### config.mk
export PLATFORM = sky130hd
export DESIGN_NAME = multi_task_heartbeat_watchdog_unit
export DESIGN_NICKNAME = d
export VERILOG_FILES = /design/src/mthw_pkg.sv /design/src/multi_task_heartbeat_watchdog_unit.sv /design/src/mthw_table.sv /design/src/mthw_cmp.sv
export VERILOG_INCLUDE_DIRS = /design/src /design/src/src
export SDC_FILE = /design/constraint.sdc
export NUM_CORES = 1
export LEC_CHECK = 0
export BUFFER_PORTS_ARGS = -buffer_cell sky130_fd_sc_hd__buf_2
export CORE_MARGIN = 1
export CORE_UTILIZATION = 56
export CTS_CLUSTER_SIZE = 16
export DETAILED_ROUTE_END_ITERATION = 8
export PLACE_DENSITY_LB_ADDON = 0.08
export SLEW_MARGIN = 40
export SYNTH_ARGS = -nofsm -noshare
export SYNTH_HDL_FRONTEND = slang
export SYNTH_SLANG_ARGS = --single-unit
### constraint.sdc
create_clock -name clk -period 4.3 [get_ports clk]
set_input_delay 0.43 -clock clk [delete_from_list [all_inputs] [get_ports clk]]
set_output_delay 0.43 -clock clk [all_outputs]
set_load 0.1 [all_outputs]
### src/multi_task_heartbeat_watchdog_unit_macros.svh
// Assertion helpers shared by the watchdog monitor.
`ifndef MULTI_TASK_HEARTBEAT_WATCHDOG_UNIT_MACROS_SVH
`define MULTI_TASK_HEARTBEAT_WATCHDOG_UNIT_MACROS_SVH

// Same-cycle implication, checked outside reset.
`define MTHW_ASSERT_NOW(label, clk, rst, ante, cons) \
  label: assert property (@(posedge clk) disable iff (rst) (ante) |-> (cons)) \
    else $error("watchdog monitor check failed");

// Next-cycle implication, checked outside reset.
`define MTHW_ASSERT_NEXT(label, clk, rst, ante, cons) \
  label: assert property (@(posedge clk) disable iff (rst) (ante) |=> (cons)) \
    else $error("watchdog monitor check failed");

`endif

### src/mthw_pkg.sv
package mthw_pkg;

  localparam int DATA_W   = 32;
  localparam int TIME_W   = 32;
  localparam int CMD_W    = 2;
  localparam int STAT_W   = 3;
  localparam int SLOT_W   = 4;
  localparam int BCNT_W   = 5;
  localparam int CFG_IDX_W = 2;

  localparam logic [CMD_W-1:0] CMD_REGISTER = 2'd0;
  localparam logic [CMD_W-1:0] CMD_ALIVE    = 2'd1;
  localparam logic [CMD_W-1:0] CMD_TICK     = 2'd2;
  // The fourth code is undefined and is ignored.
  localparam logic [CMD_W-1:0] CMD_RESERVED = 2'd3;

  localparam logic [STAT_W-1:0] ST_OK        = 3'd0;
  localparam logic [STAT_W-1:0] ST_NULL      = 3'd1;
  localparam logic [STAT_W-1:0] ST_DUPLICATE = 3'd2;
  localparam logic [STAT_W-1:0] ST_FULL      = 3'd3;
  localparam logic [STAT_W-1:0] ST_UNKNOWN   = 3'd4;

  localparam logic [CFG_IDX_W-1:0] REG_TIMEOUT      = 2'd0;
  localparam logic [CFG_IDX_W-1:0] REG_RESET_ENABLE = 2'd1;
  localparam logic [CFG_IDX_W-1:0] REG_WATCH_ENABLE = 2'd2;

  localparam logic [TIME_W-1:0] TIMEOUT_RESET = 32'd100;

  // Write strobes and data for the handle and time-stamp stores.
  typedef struct packed {
    logic              we_handle;
    logic              we_stamp;
    logic [DATA_W-1:0] handle;
    logic [TIME_W-1:0] stamp;
  } tbl_wr_t;

  // Outcome of the shared compare unit for one table entry.
  typedef struct packed {
    logic match;
    logic late;
  } cmp_res_t;

endpackage

### src/multi_task_heartbeat_watchdog_unit.sv
// Heartbeat watchdog monitor for up to MAX_TASKS software tasks.
// A command word is taken on command and task_handle at a clock edge where
// start is high and busy is low. Register adds a handle to the next free
// slot, alive restamps a known handle, and tick advances the time counter
// and checks every active slot for a missed heartbeat.
// Each accepted word yields exactly one result word, held on the result
// ports for the single cycle in which done is high; the receiver cannot
// stall, so it must take the word in that cycle.
// One sequencer pass walks the occupied slots through a single compare
// unit behind a registered table read, then a finish state writes the
// result word and raises done. With watching disabled or an undefined
// command the scan is skipped. busy stays high meanwhile and a new word
// may be started in the cycle that done is shown.
// Configuration is written through cfg_write, cfg_index and cfg_data; the
// user must do so only while the block is idle, which the block itself
// leaves unchecked. Synchronous reset empties the table, clears the time
// counter and loads the register defaults; no clearing pass is needed.
module multi_task_heartbeat_watchdog_unit #(
  parameter int MAX_TASKS = 16
) (
  input  logic                           clk,
  input  logic                           rst,
  input  logic                           start,
  output logic                           busy,
  input  logic [mthw_pkg::CMD_W-1:0]     command,
  input  logic [mthw_pkg::DATA_W-1:0]    task_handle,
  output logic                           done,
  output logic [mthw_pkg::STAT_W-1:0]    status,
  output logic [mthw_pkg::SLOT_W-1:0]    assigned_slot,
  output logic                           refresh_watchdog,
  output logic                           blocked_found,
  output logic [mthw_pkg::SLOT_W-1:0]    blocked_index,
  output logic [mthw_pkg::BCNT_W-1:0]    blocked_count,
  output logic                           system_reset,
  input  logic                           cfg_write,
  input  logic [mthw_pkg::CFG_IDX_W-1:0] cfg_index,
  input  logic [mthw_pkg::DATA_W-1:0]    cfg_data
);
  import mthw_pkg::*;

`include "multi_task_heartbeat_watchdog_unit_macros.svh"

  localparam int IDX_W = (MAX_TASKS > 1) ? $clog2(MAX_TASKS) : 1;
  localparam int CNT_W = $clog2(MAX_TASKS + 1);

  // Sequencer states.
  localparam logic [1:0] S_IDLE = 2'd0;
  localparam logic [1:0] S_SCAN = 2'd1;
  localparam logic [1:0] S_FIN  = 2'd2;

  logic [1:0]          state;

  // Configuration registers.
  logic [TIME_W-1:0]   timeout_ticks;
  logic                reset_enable;
  logic                watch_enable;

  // Monitor state.
  logic [MAX_TASKS-1:0] entry_active;
  logic [CNT_W-1:0]     entry_count;
  logic [TIME_W-1:0]    current_time;

  // Latched command word.
  logic [CMD_W-1:0]    cmd_q;
  logic [DATA_W-1:0]   handle_q;
  logic                act_q;

  // Scan pointer and the compare stage behind the table read.
  logic [CNT_W-1:0]    rd_idx;
  logic                pipe_valid;
  logic [IDX_W-1:0]    pipe_idx;

  // Scan accumulators: first hit, any hit and number of hits.
  logic                hit_any;
  logic [IDX_W-1:0]    hit_first;
  logic [CNT_W-1:0]    hit_count;

  logic [DATA_W-1:0]   rd_handle;
  logic [TIME_W-1:0]   rd_stamp;
  cmp_res_t            cmp_res;
  logic                hit;

  tbl_wr_t             tbl_wr;
  logic [IDX_W-1:0]    tbl_waddr;
  logic                commit_reg;

  logic [STAT_W-1:0]   res_status;
  logic [SLOT_W-1:0]   res_slot;
  logic                res_refresh;
  logic                res_found;
  logic [SLOT_W-1:0]   res_index;
  logic [BCNT_W-1:0]   res_count;
  logic                res_sysreset;

  logic                accept;
  logic                scan_issue;
  logic                scan_over;

  assign busy       = (state != S_IDLE);
  assign accept     = start && !busy;
  assign scan_issue = (state == S_SCAN) && (rd_idx < entry_count);
  assign scan_over  = (rd_idx >= entry_count) && !pipe_valid;

  mthw_table #(
    .DEPTH (MAX_TASKS),
    .IDX_W (IDX_W)
  ) u_table (
    .clk       (clk),
    .raddr     (rd_idx[IDX_W-1:0]),
    .rd_handle (rd_handle),
    .rd_stamp  (rd_stamp),
    .waddr     (tbl_waddr),
    .wr        (tbl_wr)
  );

  // One compare unit serves all commands: handle equality for register and
  // alive, elapsed-time check for tick.
  mthw_cmp u_cmp (
    .active    (entry_active[pipe_idx]),
    .key       (handle_q),
    .rd_handle (rd_handle),
    .now       (current_time),
    .stamp     (rd_stamp),
    .timeout   (timeout_ticks),
    .res       (cmp_res)
  );

  assign hit = (cmd_q == CMD_TICK) ? cmp_res.late : cmp_res.match;

  // Result and table update, decided once the scan is over.
  always_comb begin
    res_status   = ST_OK;
    res_slot     = '0;
    res_refresh  = 1'b0;
    res_found    = 1'b0;
    res_index    = '0;
    res_count    = '0;
    res_sysreset = 1'b0;
    commit_reg   = 1'b0;
    tbl_waddr    = entry_count[IDX_W-1:0];
    tbl_wr       = '0;
    tbl_wr.handle = handle_q;
    tbl_wr.stamp  = current_time;
    if (act_q) begin
      unique case (cmd_q)
        CMD_REGISTER: begin
          priority if (handle_q == '0) begin
            res_status = ST_NULL;
          end else if (hit_any) begin
            res_status = ST_DUPLICATE;
          end else if (entry_count >= CNT_W'(MAX_TASKS)) begin
            res_status = ST_FULL;
          end else begin
            res_slot         = SLOT_W'(entry_count);
            commit_reg       = 1'b1;
            tbl_wr.we_handle = 1'b1;
            tbl_wr.we_stamp  = 1'b1;
          end
        end
        CMD_ALIVE: begin
          if ((handle_q == '0) || !hit_any) begin
            res_status = ST_UNKNOWN;
          end else begin
            res_refresh     = 1'b1;
            tbl_waddr       = hit_first;
            tbl_wr.we_stamp = 1'b1;
          end
        end
        CMD_TICK: begin
          res_refresh  = 1'b1;
          res_found    = hit_any;
          res_index    = SLOT_W'(hit_first);
          res_count    = BCNT_W'(hit_count);
          res_sysreset = hit_any && reset_enable;
        end
        default: begin
        end
      endcase
    end
    if (state != S_FIN) begin
      commit_reg       = 1'b0;
      tbl_wr.we_handle = 1'b0;
      tbl_wr.we_stamp  = 1'b0;
    end
  end

  // Control state, configuration and monitor state.
  always_ff @(posedge clk) begin
    if (rst) begin
      state         <= S_IDLE;
      done          <= 1'b0;
      timeout_ticks <= TIMEOUT_RESET;
      reset_enable  <= 1'b0;
      watch_enable  <= 1'b1;
      entry_active  <= '0;
      entry_count   <= '0;
      current_time  <= '0;
      rd_idx        <= '0;
      pipe_valid    <= 1'b0;
      hit_any       <= 1'b0;
      hit_count     <= '0;
    end else begin
      done <= 1'b0;

      if (cfg_write) begin
        unique case (cfg_index)
          REG_TIMEOUT:      timeout_ticks <= cfg_data;
          REG_RESET_ENABLE: reset_enable  <= cfg_data[0];
          REG_WATCH_ENABLE: watch_enable  <= cfg_data[0];
          default: begin
          end
        endcase
      end

      unique case (state)
        S_IDLE: begin
          if (accept) begin
            rd_idx     <= '0;
            pipe_valid <= 1'b0;
            hit_any    <= 1'b0;
            hit_count  <= '0;
            if (watch_enable && (command != CMD_RESERVED)) begin
              // The tick scan already sees the advanced time.
              if (command == CMD_TICK) begin
                current_time <= current_time + TIME_W'(1);
              end
              state <= S_SCAN;
            end else begin
              state <= S_FIN;
            end
          end
        end
        S_SCAN: begin
          pipe_valid <= scan_issue;
          if (scan_issue) begin
            rd_idx <= rd_idx + CNT_W'(1);
          end
          if (pipe_valid && hit) begin
            hit_any   <= 1'b1;
            hit_count <= hit_count + CNT_W'(1);
          end
          if (scan_over) begin
            state <= S_FIN;
          end
        end
        S_FIN: begin
          if (commit_reg) begin
            entry_active[entry_count[IDX_W-1:0]] <= 1'b1;
            entry_count <= entry_count + CNT_W'(1);
          end
          done  <= 1'b1;
          state <= S_IDLE;
        end
        default: begin
          state <= S_IDLE;
        end
      endcase
    end
  end

  // Payload registers: command word, scan index and result word.
  always_ff @(posedge clk) begin
    if (accept) begin
      cmd_q     <= command;
      handle_q  <= task_handle;
      act_q     <= watch_enable && (command != CMD_RESERVED);
      hit_first <= '0;
    end else if ((state == S_SCAN) && pipe_valid && hit && !hit_any) begin
      hit_first <= pipe_idx;
    end
    if (scan_issue) begin
      pipe_idx <= rd_idx[IDX_W-1:0];
    end
    if (state == S_FIN) begin
      status           <= res_status;
      assigned_slot    <= res_slot;
      refresh_watchdog <= res_refresh;
      blocked_found    <= res_found;
      blocked_index    <= res_index;
      blocked_count    <= res_count;
      system_reset     <= res_sysreset;
    end
  end

  // A reset request is only ever raised alongside a blocked task.
  `MTHW_ASSERT_NOW(a_sysreset_needs_block, clk, rst, done && system_reset, blocked_found)
  // An accepted word always keeps the block busy in the next cycle.
  `MTHW_ASSERT_NEXT(a_accept_busy, clk, rst, accept, busy)
  // A result is only produced at the end of a busy period.
  `MTHW_ASSERT_NOW(a_done_after_work, clk, rst, done, $past(busy) && !busy)
  // The table never holds more entries than it has slots.
  `MTHW_ASSERT_NOW(a_count_bound, clk, rst, 1'b1, entry_count <= CNT_W'(MAX_TASKS))

endmodule

### src/mthw_table.sv
module mthw_table #(
  parameter int DEPTH = 16,
  parameter int IDX_W = 4
) (
  input  logic                        clk,
  input  logic [IDX_W-1:0]            raddr,
  output logic [mthw_pkg::DATA_W-1:0] rd_handle,
  output logic [mthw_pkg::TIME_W-1:0] rd_stamp,
  input  logic [IDX_W-1:0]            waddr,
  input  mthw_pkg::tbl_wr_t           wr
);
  import mthw_pkg::*;

  logic [DATA_W-1:0] handle_mem [DEPTH];
  logic [TIME_W-1:0] stamp_mem  [DEPTH];

  always_ff @(posedge clk) begin
    if (wr.we_handle) begin
      handle_mem[waddr] <= wr.handle;
    end
    if (wr.we_stamp) begin
      stamp_mem[waddr] <= wr.stamp;
    end
  end

  // Registered read: data for an address shows in the next cycle.
  always_ff @(posedge clk) begin
    rd_handle <= handle_mem[raddr];
    rd_stamp  <= stamp_mem[raddr];
  end

endmodule

### src/mthw_cmp.sv
module mthw_cmp (
  input  logic                        active,
  input  logic [mthw_pkg::DATA_W-1:0] key,
  input  logic [mthw_pkg::DATA_W-1:0] rd_handle,
  input  logic [mthw_pkg::TIME_W-1:0] now,
  input  logic [mthw_pkg::TIME_W-1:0] stamp,
  input  logic [mthw_pkg::TIME_W-1:0] timeout,
  output mthw_pkg::cmp_res_t          res
);
  import mthw_pkg::*;

  logic [TIME_W-1:0] elapsed;

  // Elapsed time wraps modulo the counter width.
  assign elapsed   = now - stamp;
  assign res.match = active && (rd_handle == key);
  assign res.late  = active && (elapsed > timeout);

endmodule
# After elaboration in Yosys (flattened, before gate mapping)
# Memories as Yosys holds them, arrays and structs flattened. A register that Yosys moved wholly into a read port is not among the register bits.
# Cells that the tools add are included.
[totals]
inputBits = 72
ramBits = 1024
ff_bits = 164
out_inout_bits = 21
mem_count = 2
wordCells = 134
[classes]
order_cmp = 7
add_sub_neg = 5
bitwise_logic = 3
mux = 46
n_eq_ne = 14
n_reduce_logical = 33
[mem_list]
columns = ["name", "words", "width", "read_ports", "rd_ports_with_merged_regs", "write_ports", "line_no", "source"]
rows = [
  ["u_table.handle_mem", 16, 32, 1, 1, 1, "mthw_table.sv:14", "logic [DATA_W-1:0] handle_mem [DEPTH];"],
  ["u_table.stamp_mem", 16, 32, 1, 1, 1, "mthw_table.sv:15", "logic [TIME_W-1:0] stamp_mem [DEPTH];"],
]
[ops]
columns = ["operator", "count"]
rows = [
  ["$add 32x1->32 const B", 1],
  ["$eq 32x32->1", 1],
  ["$gt 32x32->1", 1],
  ["$logic_not 32->1", 1],
  ["$sub 32x32->32", 1],
  ["$mux 2", 11],
  ["$pmux 5 s2", 2],
  ["$mux 1", 18],
  ["$or 16x16->16", 1],
  ["$add 5x1->5 const B", 3],
  ["$mux 5", 3],
  ["$reduce_and 2->1", 7],
  ["$logic_and 1x1->1", 12],
  ["$mux 4", 3],
  ["$ne 2x2->1 const B", 6],
  ["$lt 4x5->1 const B", 2],
  ["$eq 2x2->1 const B", 4],
  ["$pmux 1 s2", 4],
  ["$eq 2x1->1 const B", 3],
  ["$logic_not 2->1", 3],
  ["$pmux 3 s2", 1],
  ["$reduce_and 3->1", 2],
  ["$ge 5x5->1", 1],
  ["$ge 5x5->1 const B", 1],
  ["12 further kinds", 16],
]

# Depth between registers and ports, before layout
# Gate-level depths: netlist of run 1.
[logic_depth]
word_depth = 9
ltp_mapped = 21
mapped_depth_nobuf = 21

# Cells and area by module
# From an unflattened synthesis of run 1, not the netlist that was laid out.
[unflattened]
hier_cells = 2755
area_unflattened_um2 = 49575.0
[modules_own_cells]
columns = ["mod", "n_inst", "cells_per_inst", "seq_area_each_um2", "area_each_um2"]
rows = [
  ["mthw_table", 1, 1671, 32030.7, 39683.1],
  ["multi_task_heartbeat_watchdog_unit", 1, 653, 3863.7, 6850.3],
  ["mthw_cmp", 1, 431, 0.0, 3041.7],
]

# Worst setup path after synthesis of run 1
# No wires, ideal clock.
[synth_path]
kind = "register -> register"
start = "reg current_time[0]"
end = "reg hit_first[1]"
n_path_buf = 0
period_less_slack_ns = 4.625
t_arrival_ns = 4.444
setup_ns = 0.181
slack_ns = -0.325
stages_incl_launch_ff = 21
t_required_ns = 4.119
path_cell_list = "dfxtp_1 -> inv_1 -> ha_1 -> inv_1 -> fa_1 -> a211oi_1 -> o21ai_0 -> a2111oi_2 -> o21bai_1 -> a2111oi_2 -> o31ai_1 -> a21oi_1 -> xnor2_1 -> ha_1 -> and4_1 -> a211oi_1 -> o31ai_1 -> a311oi_1 -> nor3_2 -> mux2i_1 -> nor2_1"
[synth_between]
elab_chain_len = 6
[synth_lines]
columns = ["item", "line_no", "source"]
rows = [
  ["start, declared", "multi_task_heartbeat_watchdog_unit.sv:61", "logic [TIME_W-1:0] current_time;"],
  ["start signal, assigned", "multi_task_heartbeat_watchdog_unit.sv:225", "current_time <= current_time + TIME_W'(1);"],
  ["$sub 32x32->32", "mthw_cmp.sv:15", "assign elapsed = now - stamp;"],
  ["$gt 32x32->1", "mthw_cmp.sv:17", "assign res.late = active && (elapsed > timeout);"],
  ["$logic_and 1x1->1", "mthw_cmp.sv:17", ""],
  ["$mux 1", "multi_task_heartbeat_watchdog_unit.sv:128", "assign hit = (cmd_q == CMD_TICK) ? cmp_res.late : cmp_res.match;"],
  ["$logic_and 1x1->1 (2 in a row)", "multi_task_heartbeat_watchdog_unit.sv:268", "end else if ((state == S_SCAN) && pipe_valid && hit && !hit_any) begin"],
  ["end signal, assigned", "multi_task_heartbeat_watchdog_unit.sv:269", "hit_first <= pipe_idx;"],
  ["end, declared", "multi_task_heartbeat_watchdog_unit.sv:75", "logic [IDX_W-1:0] hit_first;"],
]
# No other way between the ends.
# A chain may end at the register's enable or synchronous reset.

# Final worst setup path of run 1
[layout_path]
start = "reg current_time[0]"
end = "reg hit_count[3]"
[layout_between]
elab_chain_len = 7
[layout_lines]
columns = ["item", "line_no", "source"]
rows = [
  ["$sub 32x32->32", "mthw_cmp.sv:15", ""],
  ["$gt 32x32->1", "mthw_cmp.sv:17", ""],
  ["$logic_and 1x1->1", "mthw_cmp.sv:17", ""],
  ["$mux 1", "multi_task_heartbeat_watchdog_unit.sv:128", ""],
  ["$logic_and 1x1->1", "multi_task_heartbeat_watchdog_unit.sv:238", "if (pipe_valid && hit) begin"],
  ["$ne 2x2->1 (no source line)", "n/a", ""],
  ["$reduce_and 3->1 (no source line)", "n/a", ""],
  ["end signal, assigned", "multi_task_heartbeat_watchdog_unit.sv:240", "hit_count <= hit_count + CNT_W'(1);"],
  ["end, declared", "multi_task_heartbeat_watchdog_unit.sv:76", "logic [CNT_W-1:0] hit_count;"],
]
# No other way between the ends.

==> impl_metrics.env, run 1 <==
export IMPL_status="finished with violations"
export IMPL_violations="negative setup slack"
export IMPL_worstSetupStartpointType="register"
export IMPL_hold_path_class="input pin to register"
export IMPL_cts_tree="yes"
export IMPL_grt_usage_pct=25.9
export IMPL_wl_mm=112
export IMPL_portBuffers=92
export IMPL_first_global_vias=26200
export IMPL_syn2layout_area_growth_pct=17.9
export IMPL_hold_viol=0
export IMPL_cp_max_fo=7
export IMPL_chipHeight_um=298
export IMPL_first_pass_iters=8
export IMPL_reg2reg_slack_ps=-280
export IMPL_route_detailed_drc=0
export IMPL_io_pins=93
export IMPL_ys_warnings_count=0
export IMPL_p_leak_uw=0.0185
export IMPL_dr_total_vias=25528
export IMPL_dieArea_sq_um=88800
export IMPL_final_antenna_net_count=0
export IMPL_cts_path_max_buffers=3
export IMPL_path_cells="inv_4 > ha_4 > inv_2 > fa_2 > a211oi_2 > o21ai_2 > a2111oi_4 > buf_4 > nor2_2 > a211o_1 > and3_4 > a221oi_4 > xnor2_1 > ha_1 > nand4_1 > nor4_4 > buf_4 > a21boi_4 > o2111ai_4 > buf_4 > buf_6 > nor2_4 > nand3_1 > a31oi_1"
export IMPL_grt_pass1_wl_mm=168
export IMPL_cts_root_buffer_cell="clkbuf_16"
export IMPL_p_int_uw=19500
export IMPL_clk_pin_slew_ps=60
export IMPL_slew_viol_final=0
export IMPL_maxSlewHeadroom_pct=44.2
export IMPL_via_per_inst=6.07
export IMPL_ys_ff_latch=1252
export IMPL_synth_flop_cell="edfxtp_1"
export IMPL_die_x_um=298
export IMPL_finalSetupViolations=10
export IMPL_tightest_slew_ps=837
export IMPL_synth_edff_count=1082
export IMPL_r2r_end="hit_count[3]"
export IMPL_crit_family="compound AO/OA/AOI/OAI gates"
export IMPL_reg2reg_from="current_time[0]"
export IMPL_antennaDiodeCount=0
export IMPL_drt_iter0_markers=2516
export IMPL_power_share_combinational_pct=2.3
export IMPL_nets=3095
export IMPL_hold_end="timeout_ticks[7]"
export IMPL_worstPathArrival_ps=5220
export IMPL_cts_sinks=1252
export IMPL_hpwlAfterDp_mm=64.8
export IMPL_pwr_share_seq_pct=54.0
export IMPL_period_minus_slack_ps=4580
export IMPL_slowest_delay_ps=350
export IMPL_grt_remaining_overflow=0
export IMPL_cp_common_cell="buf_4"
export IMPL_min_path_cells=3
export IMPL_p_sw_share_pct=20.6
export IMPL_vdd_ir_drop_max_uv=363
export IMPL_maxCapViolations=0
export IMPL_clockPowerShare_pct=43.7
export IMPL_min_period_over_period_pct=106
export IMPL_crit_required_ps=4940
export IMPL_syn_area_sq_um=49100
export IMPL_antenna_found_initial=2
export IMPL_path_buf_inv=6
export IMPL_h_tree_depth=4
export IMPL_fin_skew_ps=28.6
export IMPL_grt_max_degree=103
export IMPL_powerDensity_nw_per_um2=424
export IMPL_yosysUniqueCellTypes=74
export IMPL_dp_cells=3897
export IMPL_netSwitchingPower_uw=5050
export IMPL_slowest_stage="dfxtp_4"
export IMPL_gp_congestion=0.883
export IMPL_core_area_sq_um=86800
export IMPL_nFillCells=5723
export IMPL_clk_latency_ps=740
export IMPL_setup_worst_path_class="register to register"
export IMPL_synth_cells=2566
export IMPL_syn_mean_instance_area_sq_um=19.1
export IMPL_cts_buffers=130
export IMPL_syn_num_nets=2717
export IMPL_drive_gt1_share_pct=29.5
export IMPL_min_from="cfg_data[7]"
export IMPL_layout_setup_ws_ps=-279
export IMPL_start_util_pct=56.5
export IMPL_rows=108
export IMPL_async_flop_share_pct=0
export IMPL_r2r_cells=24
export IMPL_fin_cells=4207
export IMPL_ys_seq_area_share_pct=73.2
export IMPL_tns_ps=-2510
export IMPL_fmax_ghz=0.218
export IMPL_wl_per_cell_um=26.7
export IMPL_cp_end_kind="register"
export IMPL_rsz0062_at_grt="yes"
export IMPL_hold_slack_ps=35.7
export IMPL_crit_cells=24
-- layer usage --
layer  vias up  wire (um)  global-route usage [%]  share of wire, %
met2       993      52200                    38.9                47
met5         -         13                       0             0.012
li1      11078          -                       -                 -
met1     13309      49600                    39.4                44
met4         2       2160                    7.33               1.9
met3       146       8270                    4.83               7.4
-- power by group through the flow --
stage | sequential, uW | clock (uW) | combinational [uW]
5_1_grt | 13300 | 11400 | 603
4_1_cts | 13300 | 10900 | 558
2_1_floorplan | 13600 | 0 | 193
3_5_place_dp | 13500 | 0 | 495
6_report | 13300 | 10700 | 563
3_3_place_gp | 13500 | 0 | 479
-- tightest hold or removal path: cells and delay by family --
kind	cells	cell delay [ps]
compound gates	1	60
buf+inv	1	140
simple gates	1	70
-- through the flow --
stage | instance area (sq um) | power (uW) | utilization, % | worst slack, ps
after CTS | 57800 | 24700 | 66.6 | -207
after global routing | 57900 | 25200 | 66.7 | -501
after floorplan | 49100 | 13800 | - | 16.2
final | 57900 | 24600 | 66.7 | -279
after detailed placement | 52900 | 14000 | 60.9 | -625
after global placement | 52800 | 14000 | 60.9 | -331
-- synth_stat cells (11+ instances only) --
| master | instances | area [sq um] |
|---|---|---|
| nor4_1 | 16 | 100 |
| xnor2_1 | 34 | 298 |
| nor2b_1 | 11 | 68.8 |
| and3_1 | 20 | 125 |
| ha_1 | 78 | 976 |
| edfxtp_1 | 1082 | 32500 |
| nand3_1 | 16 | 80.1 |
| or3_1 | 11 | 68.8 |
| nand4_1 | 18 | 113 |
| mux4_2 | 325 | 7320 |
| a21o_1 | 12 | 90.1 |
| inv_1 | 85 | 319 |
| o21ai_0 | 39 | 195 |
| nand2_1 | 104 | 390 |
| a21oi_1 | 96 | 480 |
| dfxtp_1 | 170 | 3400 |
| nor3_1 | 21 | 105 |
| xor2_1 | 47 | 412 |
| buf_1 | 20 | 75.1 |
| nor2_1 | 144 | 541 |
| clkbuf_1 | 74 | 278 |
-- placed cells by master, fill, tap and decap left out, types with 8 or more instances in the layout --
master / count
nor2_1: 109
nor2_4: 34
nor4_1: 15
edfxtp_1: 1082
dlygate4sd3_1: 64
clkbuf_16: 133
dfxtp_1: 160
clkinv_2: 26
and3_1: 18
o211ai_1: 9
xnor2_1: 34
clkinv_1: 26
inv_1: 83
mux4_2: 325
ha_1: 75
xor2_1: 47
and2_1: 8
nand3_1: 16
or3_1: 11
o21ai_0: 34
buf_2: 91
mux2i_1: 8
clkbuf_1: 25
nor2b_1: 10
nor3_1: 21
buf_4: 146
a21o_1: 12
buf_12: 42
a21oi_1: 93
nand2_1: 104
nand4_1: 18
-- cell type report --
type                    count  area, sq um  share of cell area, %
flip-flops and latches   1252        35900                   62.1
inverters                  87          329                  0.569
clock buffers             164         3500                   6.06
multi-input cells        1123        12900                   22.4
clock inverters            76          584                   1.01
well taps                1155         1450                   2.50
repair buffers            350         3130                   5.42
-- state kept, by name, indices dropped and copies added (netlist names), 5 cells and up --
register / flops
entry_count: 5
timeout_ticks: 32
blocked_count: 5
u_table.rd_handle: 32
hit_count: 5
u_table.rd_stamp: 32
u_table.handle_mem: 512
handle_q: 32
entry_active: 16
u_table.stamp_mem: 512
current_time: 32
rd_idx: 5
-- how the worst max path moves through the flow --
stage                         start           end  slack, ps
finish              current_time[0]  hit_count[3]       -280
global route        current_time[0]  hit_count[3]       -500
CTS                 current_time[0]  hit_first[1]       -210
detailed placement  current_time[0]  hit_first[1]       -630
global placement    current_time[0]  hit_first[0]       -330
floorplan           current_time[0]  hit_first[1]         20
-- cells by family (layout without fill, tap and decap cells) --
group           Yosys count  after routing  share of synthesized area, %
compound gates          216            216                          2.70
xor+xnor                 81             81                          1.45
fa+ha+maj                79             79                          2.03
buf+inv                 191            677                          1.49
flops                  1252           1252                          73.2
mux                     334            334                          15.1
simple gates            413            413                          4.06
-- timing repair --
action / CTS / global route
endpoints found under the setup margin: 10 / 10
endpoints found under the hold margin: 65 / 0
pin swaps: 14 / 2
hold buffers: 64 / 0
gates resized for setup: 37 / 5
buffers inserted: 5 / 2
(Power assumes the default switching activity.)
==> run 2, diff against run 1 <==
CORE_ASPECT_RATIO = 1.75   (was default)
==> run 2 against run 1 <==
Compared with the run above:
- the flow still finishes with violations (negative setup slack)
- via count decreased by 0.49%
- critical path depth decreased by 3
- largest cell class unchanged
- highest routed layer unchanged
- first-iteration DRC count shrank 14%
- wire length increased by 5.3%
- critical endpoint is now hit_first[2]
==> impl_metrics.env, run 2 (synthesized netlist as in run 1, its figures left out) <==
export IMPL_dieArea_sq_um=88800
export IMPL_fin_skew_ps=23.2
export IMPL_worstPathArrival_ps=5060
export IMPL_portBuffers=92
export IMPL_fmax_ghz=0.223
export IMPL_p_sw_share_pct=20.2
export IMPL_clockPowerShare_pct=41.8
export IMPL_cp_end_kind="register"
export IMPL_chipHeight_um=394
export IMPL_syn2layout_area_growth_pct=17.0
export IMPL_hold_viol=0
export IMPL_dr_total_vias=25403
export IMPL_hpwlAfterDp_mm=72.3
export IMPL_multi_input_area_sq_um=13000
export IMPL_p_leak_uw=0.0183
export IMPL_drt_iter0_markers=2156
export IMPL_antennaDiodeCount=0
export IMPL_grt_max_degree=133
export IMPL_final_antenna_net_count=0
export IMPL_register_area_sq_um=35900
export IMPL_min_period_over_period_pct=104
export IMPL_reg2reg_from="u_table.rd_stamp[7]"
export IMPL_hold_end="timeout_ticks[7]"
export IMPL_cts_root_buffer_cell="clkbuf_16"
export IMPL_clk_pin_slew_ps=70
export IMPL_status="finished with violations"
export IMPL_vdd_ir_drop_max_uv=358
export IMPL_slowest_delay_ps=360
export IMPL_cts_sinks=1252
export IMPL_final_common_cell="edfxtp_1"
export IMPL_power_share_combinational_pct=2.4
export IMPL_rows=143
export IMPL_r2r_cells=21
export IMPL_netSwitchingPower_uw=4800
export IMPL_cp_max_fo=4
export IMPL_p_int_uw=18900
export IMPL_cts_buffers=109
export IMPL_via_per_inst=6.09
export IMPL_hold_slack_ps=50.2
export IMPL_reg_top3="u_table.handle_mem: 512 flops, u_table.stamp_mem: 512 flops"
export IMPL_period_minus_slack_ps=4490
export IMPL_wl_per_cell_um=28.4
export IMPL_first_pass_iters=5
export IMPL_layout_common_cells="edfxtp_1 (1082), mux4_2 (325), dfxtp_1 (159)"
export IMPL_cts_path_max_buffers=3
export IMPL_first_global_vias=26882
export IMPL_die_x_um=226
export IMPL_powerDensity_nw_per_um2=414
export IMPL_route_detailed_drc=0
export IMPL_io_pins=93
export IMPL_wl_mm=118
export IMPL_start_util_pct=56.5
export IMPL_layout_setup_ws_ps=-191
export IMPL_grt_usage_pct=27.6
export IMPL_setup_worst_path_class="register to register"
export IMPL_hold_path_class="input pin to register"
export IMPL_path_cells="inv_1 > ha_4 > and3_4 > and3_1 > o221ai_4 > a211oi_4 > a21oi_2 > o211a_1 > or2_1 > xnor2_1 > ha_1 > nand2_1 > o21ai_0 > nor2b_1 > o31ai_2 > a311oi_2 > buf_4 > nor3_4 > buf_6 > mux2i_1 > nor2_1"
export IMPL_violations="negative setup slack"
export IMPL_crit_required_ps=4870
export IMPL_slew_viol_final=0
export IMPL_grt_pass1_wl_mm=174
export IMPL_finalSetupViolations=10
export IMPL_tightest_slew_ps=831
export IMPL_maxCapViolations=0
export IMPL_cts_tree="yes"
export IMPL_drive_gt1_share_pct=29.0
export IMPL_min_path_cells=3
export IMPL_slowest_stage="a211oi_4"
export IMPL_maxSlewHeadroom_pct=44.6
export IMPL_rsz0062_at_grt="yes"
export IMPL_nFillCells=5780
export IMPL_h_tree_depth=3
export IMPL_r2r_end="hit_first[2]"
export IMPL_grt_remaining_overflow=0
export IMPL_reg2reg_slack_ps=-190
export IMPL_core_area_sq_um=86800
export IMPL_clk_latency_ps=710
export IMPL_antenna_found_initial=1
export IMPL_pwr_share_seq_pct=55.8
export IMPL_nets=3066
export IMPL_final_util_pct=66.2
export IMPL_gp_congestion=0.909
export IMPL_worstSetupStartpointType="register"
export IMPL_min_from="cfg_data[7]"
-- run 2: changes by cell type in the layout (fill, tap and decap cells not counted), sizes merged --
cell / change
bufinv: +5
buf: -7
clkinv: -17
clkbuf: -21
clkinvlp: -1
inv: -2
-- run 2: layer usage --
| layer | GRT usage (%) | part of all wire, % |
|---|---|---|
| met5 | 0 | 0.010 |
| met4 | 10.6 | 3.5 |
| met3 | 3.60 | 4.8 |
| met2 | 50.7 | 56 |
| met1 | 32.5 | 36 |
-- run 2: what timing repair did --
| action | 4_1_cts | 5_1_grt |
|---|---|---|
| pin swaps | 19 | 7 |
| setup endpoints to repair | 10 | 10 |
| buffers inserted | 5 | 1 |
| hold buffers | 64 | 0 |
| resized for setup | 29 | 14 |
| hold endpoints to repair | 66 | 0 |
-- run 2: layout make-up --
type	count	share of cell area, %
flip-flops and latches	1252	62.6
multi-input cells	1123	22.6
repair buffers	342	5.42
inverters	87	0.569
well taps	1160	2.53
clock buffers	144	5.25
clock inverters	61	1.09
-- run 2: stage by stage --
| step | instance area (sq um) | power (uW) | setup WS (ps) | setup TNS, ps | std cells |
|---|---|---|---|---|---|
| 2_1_floorplan | 49100 | 13800 | 16.2 | 0 | 2566 |
| 3_5_place_dp | 52900 | 14000 | -452 | -4040 | 3895 |
| 4_1_cts | 57300 | 23900 | -139 | -957 | 4169 |
| 3_3_place_gp | 52800 | 14000 | -331 | -2530 | 3895 |
| 6_report | 57400 | 23800 | -191 | -1450 | 4169 |
| 5_1_grt | 57400 | 24400 | -402 | -3370 | 4169 |
-- run 2: critical path, delay by kind of cell, from the launching register on --
family          cells  cell delay, ps
buf+inv             3             390
mux                 1             200
flops               1             350
simple gates        7            1110
xor+xnor            1             140
fa+ha+maj           2             600
compound gates      7            1570
-- run 2: power groups by stage --
stage               sequential [uW]  combinational, uW  clock, uW
floorplan                     13600                193          0
global placement              13500                489          0
detailed placement            13500                505          0
CTS                           13200                565      10100
global route                  13200                611      10500
finish                        13200                569       9940
-- run 2: how the worst max path moves through the flow --
| stage | endpoint | slack [ps] | start | cells past startpoint |
|---|---|---|---|---|
| 2_1_floorplan | hit_first[1] | 20 | current_time[0] | 19 |
| 3_3_place_gp | hit_first[0] | -330 | current_time[0] | 21 |
| 3_5_place_dp | hit_first[2] | -450 | current_time[0] | 21 |
| 4_1_cts | hit_first[1] | -140 | current_time[0] | 23 |
| 5_1_grt | hit_first[2] | -400 | current_time[0] | 23 |
| 6_report | hit_first[2] | -190 | u_table.rd_stamp[7] | 21 |
